## config.mk

```make
export PLATFORM = sky130hd
export DESIGN_NAME = ppt_walk
export DESIGN_NICKNAME = d
export VERILOG_FILES = /design/src/hdl/assert_macros.svh /design/src/hdl/ppt_pkg.sv /design/src/hdl/ppt_range.sv /design/src/hdl/ppt_walk.sv
export SDC_FILE = /design/constraint.sdc
export NUM_CORES = 1
export LEC_CHECK = 0
export ABC_CLOCK_PERIOD_IN_PS = 3200
export BUFFER_PORTS_ARGS = -buffer_cell sky130_fd_sc_hd__buf_2
export CORE_ASPECT_RATIO = 1.4
export CORE_MARGIN = 2
export CORE_UTILIZATION = 56
export CTS_CLUSTER_SIZE = 30
export DETAILED_ROUTE_END_ITERATION = 10
export PLACE_DENSITY = 0.85
export SYNTH_ARGS = -nofsm -noshare
export SYNTH_HDL_FRONTEND = slang
export SYNTH_SLANG_ARGS = --single-unit
```

## constraint.sdc

```tcl
create_clock -name clk -period 3.2 [get_ports clk]
set_input_delay 0.64 -clock clk [delete_from_list [all_inputs] [get_ports clk]]
set_output_delay 0.64 -clock clk [all_outputs]
set_load 0.005 [all_outputs]
```

## src/hdl/assert_macros.svh

```systemverilog
// assertion helpers for the rtl
`ifndef ASSERT_MACROS_SVH
`define ASSERT_MACROS_SVH

// plain property, checked on every rising edge outside reset
`define PPT_ASSERT(name, clk, rst_n, prop, msg) \
	name: assert property (@(posedge clk) disable iff (!rst_n) prop) else $error(msg);

// overlapped implication
`define PPT_ASSERT_IMP(name, clk, rst_n, ante, cons, msg) \
	name: assert property (@(posedge clk) disable iff (!rst_n) (ante) |-> (cons)) else $error(msg);

// next-cycle implication
`define PPT_ASSERT_NXT(name, clk, rst_n, ante, cons, msg) \
	name: assert property (@(posedge clk) disable iff (!rst_n) (ante) |=> (cons)) else $error(msg);

`endif

```

## src/hdl/ppt_pkg.sv

```systemverilog
`default_nettype none

package ppt_pkg;

	localparam int ADDR_BITS_DEF = 24;
	localparam int PAGE_BITS_DEF = 12;

	localparam int CMD_W  = 2;
	localparam int PERM_W = 7;
	localparam int FLAG_W = 8;

	localparam logic [FLAG_W-1:0] MAPPED_FLAG = 8'h80;

	typedef enum logic [CMD_W-1:0] {
		CMD_MAP     = 2'd0,
		CMD_PROTECT = 2'd1,
		CMD_UNMAP   = 2'd2,
		CMD_CHECK   = 2'd3
	} cmd_t;

	typedef enum logic [2:0] {
		ST_CLEAR,
		ST_IDLE,
		ST_CALC,
		ST_RUN,
		ST_RESP
	} state_t;

	// result handed from the walker to the output register
	typedef struct packed {
		logic valid;
		logic ok;
	} result_t;

endpackage

`default_nettype wire

```

## src/hdl/ppt_range.sv

```systemverilog
`default_nettype none

module ppt_range
	import ppt_pkg::*;
#(
	parameter int ADDR_BITS = ADDR_BITS_DEF,
	parameter int PAGE_BITS = PAGE_BITS_DEF
) (
	input  wire logic [ADDR_BITS-1:0]           addr,
	input  wire logic [ADDR_BITS:0]             size_m1,
	output logic                                ovf,
	output logic [ADDR_BITS-PAGE_BITS-1:0]      first_page,
	output logic [ADDR_BITS-PAGE_BITS-1:0]      last_page
);

	// address of the last byte, two spare bits so nothing wraps
	logic [ADDR_BITS+1:0] end_addr;

	assign end_addr   = {2'b00, addr} + {1'b0, size_m1};
	assign ovf        = |end_addr[ADDR_BITS+1:ADDR_BITS];
	assign first_page = addr[ADDR_BITS-1:PAGE_BITS];
	assign last_page  = end_addr[ADDR_BITS-1:PAGE_BITS];

endmodule

`default_nettype wire

```

## src/hdl/ppt_walk.sv

```systemverilog
`default_nettype none

module ppt_walk
	import ppt_pkg::*;
#(
	parameter int ADDR_BITS = ADDR_BITS_DEF,
	parameter int PAGE_BITS = PAGE_BITS_DEF
) (
	input  wire logic                          clk,
	input  wire logic                          arst_n,
	input  wire logic                          in_valid,
	output logic                               in_ready,
	input  wire logic [CMD_W-1:0]              in_cmd,
	input  wire logic [ADDR_BITS-1:0]          in_addr,
	input  wire logic [ADDR_BITS:0]            in_size,
	input  wire logic [PERM_W-1:0]             in_perm,
	output result_t                            res,
	input  wire logic                          res_ready,
	output logic                               mem_we,
	output logic [ADDR_BITS-PAGE_BITS-1:0]     mem_waddr,
	output logic [FLAG_W-1:0]                  mem_wdata,
	output logic                               mem_re,
	output logic [ADDR_BITS-PAGE_BITS-1:0]     mem_raddr,
	input  wire logic [FLAG_W-1:0]             mem_rdata
);

	localparam int IDX_BITS = ADDR_BITS - PAGE_BITS;

	state_t state_q, state_d;

	cmd_t                   cmd_q;
	logic [ADDR_BITS-1:0]   addr_q;
	logic [ADDR_BITS:0]     size_m1_q;
	logic                   empty_q;
	logic [PERM_W-1:0]      perm_q;
	logic                   ok_q;

	logic [IDX_BITS-1:0]    pg_q;
	logic [IDX_BITS-1:0]    last_q;
	logic                   issued_all_q;
	logic [IDX_BITS-1:0]    clr_q;

	logic                   rd_valid_s1;
	logic [IDX_BITS-1:0]    pg_s1;
	logic                   last_s1;

	logic                   ovf;
	logic [IDX_BITS-1:0]    first_page;
	logic [IDX_BITS-1:0]    last_page;

	logic                   accept;
	logic                   issue;
	logic                   fail;
	logic                   upd_done;
	logic [FLAG_W-1:0]      new_flags;

	ppt_range #(
		.ADDR_BITS (ADDR_BITS),
		.PAGE_BITS (PAGE_BITS)
	) u_range (
		.addr       (addr_q),
		.size_m1    (size_m1_q),
		.ovf        (ovf),
		.first_page (first_page),
		.last_page  (last_page)
	);

	assign accept = in_valid && in_ready;

	// page check and new entry value, in the cycle after the read
	assign fail = (state_q == ST_RUN) && rd_valid_s1 && (cmd_q == CMD_CHECK) &&
		(!mem_rdata[FLAG_W-1] || ((mem_rdata[PERM_W-1:0] & perm_q) != perm_q));
	assign upd_done = rd_valid_s1 && last_s1;
	assign issue = (state_q == ST_RUN) && !issued_all_q && !fail;

	always_comb begin
		case (cmd_q)
			CMD_MAP:     new_flags = mem_rdata | MAPPED_FLAG | {1'b0, perm_q};
			CMD_PROTECT: new_flags = MAPPED_FLAG | {1'b0, perm_q};
			default:     new_flags = '0;
		endcase
	end

	// next state
	always_comb begin
		state_d = state_q;
		case (state_q)
			ST_CLEAR: begin
				if (&clr_q) begin
					state_d = ST_IDLE;
				end
			end
			ST_IDLE: begin
				if (accept) begin
					state_d = ST_CALC;
				end
			end
			ST_CALC: begin
				if (empty_q || ovf) begin
					state_d = ST_RESP;
				end else begin
					state_d = ST_RUN;
				end
			end
			ST_RUN: begin
				if (fail || upd_done) begin
					state_d = ST_RESP;
				end
			end
			ST_RESP: begin
				if (res_ready) begin
					state_d = ST_IDLE;
				end
			end
			default: state_d = ST_IDLE;
		endcase
	end

	// outputs
	always_comb begin
		in_ready  = 1'b0;
		res.valid = 1'b0;
		res.ok    = ok_q;
		mem_we    = 1'b0;
		mem_waddr = pg_s1;
		mem_wdata = new_flags;
		mem_re    = issue;
		mem_raddr = pg_q;
		case (state_q)
			ST_CLEAR: begin
				mem_we    = 1'b1;
				mem_waddr = clr_q;
				mem_wdata = '0;
			end
			ST_IDLE: begin
				in_ready = 1'b1;
			end
			ST_RUN: begin
				mem_we = rd_valid_s1 && (cmd_q != CMD_CHECK);
			end
			ST_RESP: begin
				res.valid = 1'b1;
			end
			default: begin
			end
		endcase
	end

	always_ff @(posedge clk or negedge arst_n) begin
		if (!arst_n) begin
			state_q      <= ST_CLEAR;
			clr_q        <= '0;
			rd_valid_s1  <= 1'b0;
			issued_all_q <= 1'b0;
			ok_q         <= 1'b0;
		end else begin
			state_q     <= state_d;
			rd_valid_s1 <= issue;
			if (state_q == ST_CLEAR) begin
				clr_q <= clr_q + 1'b1;
			end
			if (state_q == ST_CALC) begin
				issued_all_q <= 1'b0;
				ok_q         <= empty_q || !ovf;
			end else if (issue && (pg_q == last_q)) begin
				issued_all_q <= 1'b1;
			end
			if (fail) begin
				ok_q <= 1'b0;
			end
		end
	end

	// payload, no reset
	always_ff @(posedge clk) begin
		if (accept) begin
			cmd_q     <= cmd_t'(in_cmd);
			addr_q    <= in_addr;
			size_m1_q <= in_size - 1'b1;
			empty_q   <= (in_size == '0);
			perm_q    <= in_perm;
		end
		if (state_q == ST_CALC) begin
			pg_q   <= first_page;
			last_q <= last_page;
		end else if (issue) begin
			pg_q <= pg_q + 1'b1;
		end
		pg_s1   <= pg_q;
		last_s1 <= (pg_q == last_q);
	end

endmodule

`default_nettype wire
```

==> metrics.yaml <==
run_status:
  outcome: "finished, final reports clean"
floorplan:
  fp-row-count: 43
  floorplan.die_area_mm2: 0.0108
  core_ar_mm2: 0.00985
  die_w_um: 88.5
  initial_utilization_pct: 56.9
  die_height_um: 122
  number_of_top_level_pins: 107
final_layout:
  stdcell_area_mm2: 0.00693
  fraction_of_final_layout_cells_with_drive_strength_greater_than_1_pct: 28.7
  antenna_cells_inserted: 0
  synthesis_to_finish_area_growth_pct: 23.7
  multiInputGateArea_mm2: 0.00229
  nets: 686
  seqCellArea_mm2: 0.00320
  layout.filler_cells: 672
critical_path:
  worst_r2r_startpoint: "addr_q[6]"
  worstSetupEndpoint: "mem_re"
  timing.rr.end: "last_q[9]"
  crit_type: "register to primary output"
  worst_setup_sp_type: "register"
  worstRegToRegCells: 8
  timing.critical_path.arrival_ns: 2.02
  critPathMaxFanout: 6
  reg2reg_slack_ns: 0.63
  critPathCaptureType: "primary output"
  cp_data_required_time_ns: 2.56
  crit_start: "perm_q[6]"
timing:
  time_the_worst_path_needs_with_i_o_delays_and_setup_ns: 2.66
  layout_worst_path_cycle_share_pct: 83.0
  setup_viol_count_final: 0
  slew_headroom_pct: 47.1
  totalNegativeSetupSlack_ns: 0
  timing.final.max_slew_violations: 0
  rsz0062_at_grt: "false"
  worst-slew-pin-transition_ns: 0.786
  timing.final.hold_violations: 0
  final.setup_skew_ns: 0.00760
  max_clock_freq_mhz: 377
clock_network:
  cts.hold.buffers_added: 0
  cts-buffers-inserted: 17
  worst_skew_pair.late_latency_ns: 0.41
  sinks_on_the_clock_net: 114
  tritoncts: "built"
  clock_pin_slew_reported_for_the_worst_setup_and_hold_paths_after_clock_tree_synthesis_ns: 0.05
  post_cts_buffers: 0
  post_cts.resized_instances: 0
  root_buffer_cell: "sky130_fd_sc_hd__clkbuf_16"
  cts-root-to-sink-buffers: 2
  htree_num_levels: 4
logic_synthesis:
  cell_types_occupying_the_most_area_after_synthesis: "sky130_fd_sc_hd__edfxtp_1, sky130_fd_sc_hd__dfrtp_1, sky130_fd_sc_hd__xnor2_1"
  post_synthesis_instance_total: 468
  postSynth.asyncResetShare_pct: 15.8
  synthDistinctLibCells: 52
  netlist_top_cells_count: "sky130_fd_sc_hd__edfxtp_1, sky130_fd_sc_hd__xnor2_1, sky130_fd_sc_hd__nand2_1, sky130_fd_sc_hd__nor2_1, sky130_fd_sc_hd__xor2_1"
  syn-cell-area_mm2: 0.00560
  yosysMostFrequentCell: "sky130_fd_sc_hd__edfxtp_1"
  yosys_register_bits: 114
  synth-edff-count: 83
  synth_sequential_area_ratio_pct: 57.2
  synth_fp_nets: 564
  synth_warnings: 0
  synth_area_per_cell_um2: 12.0
  synth_top_area_share_pct: 44.5
  yosys_most_used_dff: "sky130_fd_sc_hd__edfxtp_1"
  post-synth-top-area-cell: "sky130_fd_sc_hd__edfxtp_1"
routing:
  via_per_inst: 5.45
  detailedRoute.firstIterationViolations: 167
  routed_wirelength_um: 11700
  antenna_left: 0
  drt_drc_violations_left: 0
  num_vias: 4020
  post_drt_wl_per_cell_um: 15.8
  detail_route.first_pass.iterations: 4
global_routing:
  grt_first_pass_wirelength_um: 18400
  gr-usage-all-layers_pct: 22.5
  first_global_vias: 4123
  maximum_number_of_pins_on_one_net_before_global_route_repair: 61
  grt-ovfl-total: 0
  grt_antenna_before_repair: 0
pwr:
  leakage_nw: 2.80
  vdd_drop_max_v: 0.000367
  p_per_area_mw_per_mm2: 521
hold_path:
  holdCritPathClass: "input pin to asynchronous set/reset pin"
place:
  place.port_buffers: 106
  place_hpwl_um: 8560
  gp_congestion: 0.817
  placement.cell_area_mm2: 0.00631
job:
  timing.max_cap.violations: 0
## sequential cells by signal, summed over array words and instances (netlist names), 2 cells and up
signal / cells
addr_q: 24
clr_q: 12
cmd_q: 2
last_q: 12
mem_raddr: 12
perm_q: 7
pg_s1: 12
size_m1_q: 25
state_q: 3
## metrics by stage
step	total power, mW	hold slack (ns)	utilization [%]	std cells	setup WS [ns]
3_5_place_dp	1.70	0.477	64.1	706	0.561
5_1_grt	3.69	0.181	70.4	738	0.421
3_3_place_gp	1.70	0.472	64.1	706	0.643
2_1_floorplan	1.63	0.344	-	468	0.512
6_report	3.61	0.164	70.4	738	0.544
4_1_cts	3.62	0.166	70.4	738	0.569
## kinds of logic after synthesis
kind of cell             after synthesis  share of synthesized area, %
AO/OA/AOI/OAI                         79                          8.53
AND/OR/NAND/NOR                      141                          13.4
XOR/XNOR                              66                          10.3
adder cells (fa/ha/maj)               26                          5.81
buffers and inverters                 28                          1.94
flip-flops                           114                          57.2
multiplexers                          14                          2.81
## cell usage in the layout, fill, tap and decap left out, drive strengths merged, types with 16 or more instances in the layout
| cell | instances |
|---|---|
| buf | 111 |
| xnor2 | 39 |
| o21ai | 24 |
| ha | 26 |
| inv | 20 |
| clkbuf | 23 |
| edfxtp | 83 |
| nor2 | 32 |
| xor2 | 27 |
| dfrtp | 18 |
| nand3 | 16 |
| a21oi | 26 |
| nand2 | 38 |
## worst max-delay path, cell delays in order, from the launching register on
cell	delay [ns]
sky130_fd_sc_hd__edfxtp_1	0.41
sky130_fd_sc_hd__nand2b_1	0.10
sky130_fd_sc_hd__o2111ai_1	0.13
sky130_fd_sc_hd__o31ai_1	0.33
sky130_fd_sc_hd__nand3_1	0.26
sky130_fd_sc_hd__nor2_1	0.23
sky130_fd_sc_hd__buf_2	0.15
## final cells by class
class	instances	area share, %
repair buffers	111	8.20
multi-input cells	326	33.1
clock inverters	9	1.41
well taps	135	2.44
flip-flops and latches	114	46.2
clock buffers	23	7.53
inverters	20	1.08
## worst min-delay path by stage
stage	startpoint	to	slack (ns)	depth (start not counted)
finish	arst_n	clr_q[1]	0.16	1
global route	arst_n	clr_q[1]	0.18	1
CTS	arst_n	clr_q[1]	0.17	1
detailed placement	clr_q[6]	clr_q[6]	0.48	1
global placement	clr_q[6]	clr_q[6]	0.47	1
floorplan	arst_n	clr_q[0]	0.34	0
## report_power, final
part           internal (mW)  switching, mW
Combinational         0.0441         0.0456
Clock                   1.30          0.640
Sequential              1.58              0
Total                   2.92          0.686
## routing by layer
metal / GRT usage, % / vias up / wire length [µm]
li1: - / 1952 / -
met1: 23.1 / 1941 / 4360
met2: 40.9 / 101 / 6570
met3: 5.72 / 26 / 442
met4: 11.9 / 0 / 291
met5: 0 / - / 0
No activity file was read; power rests on OpenSTA's default activity.
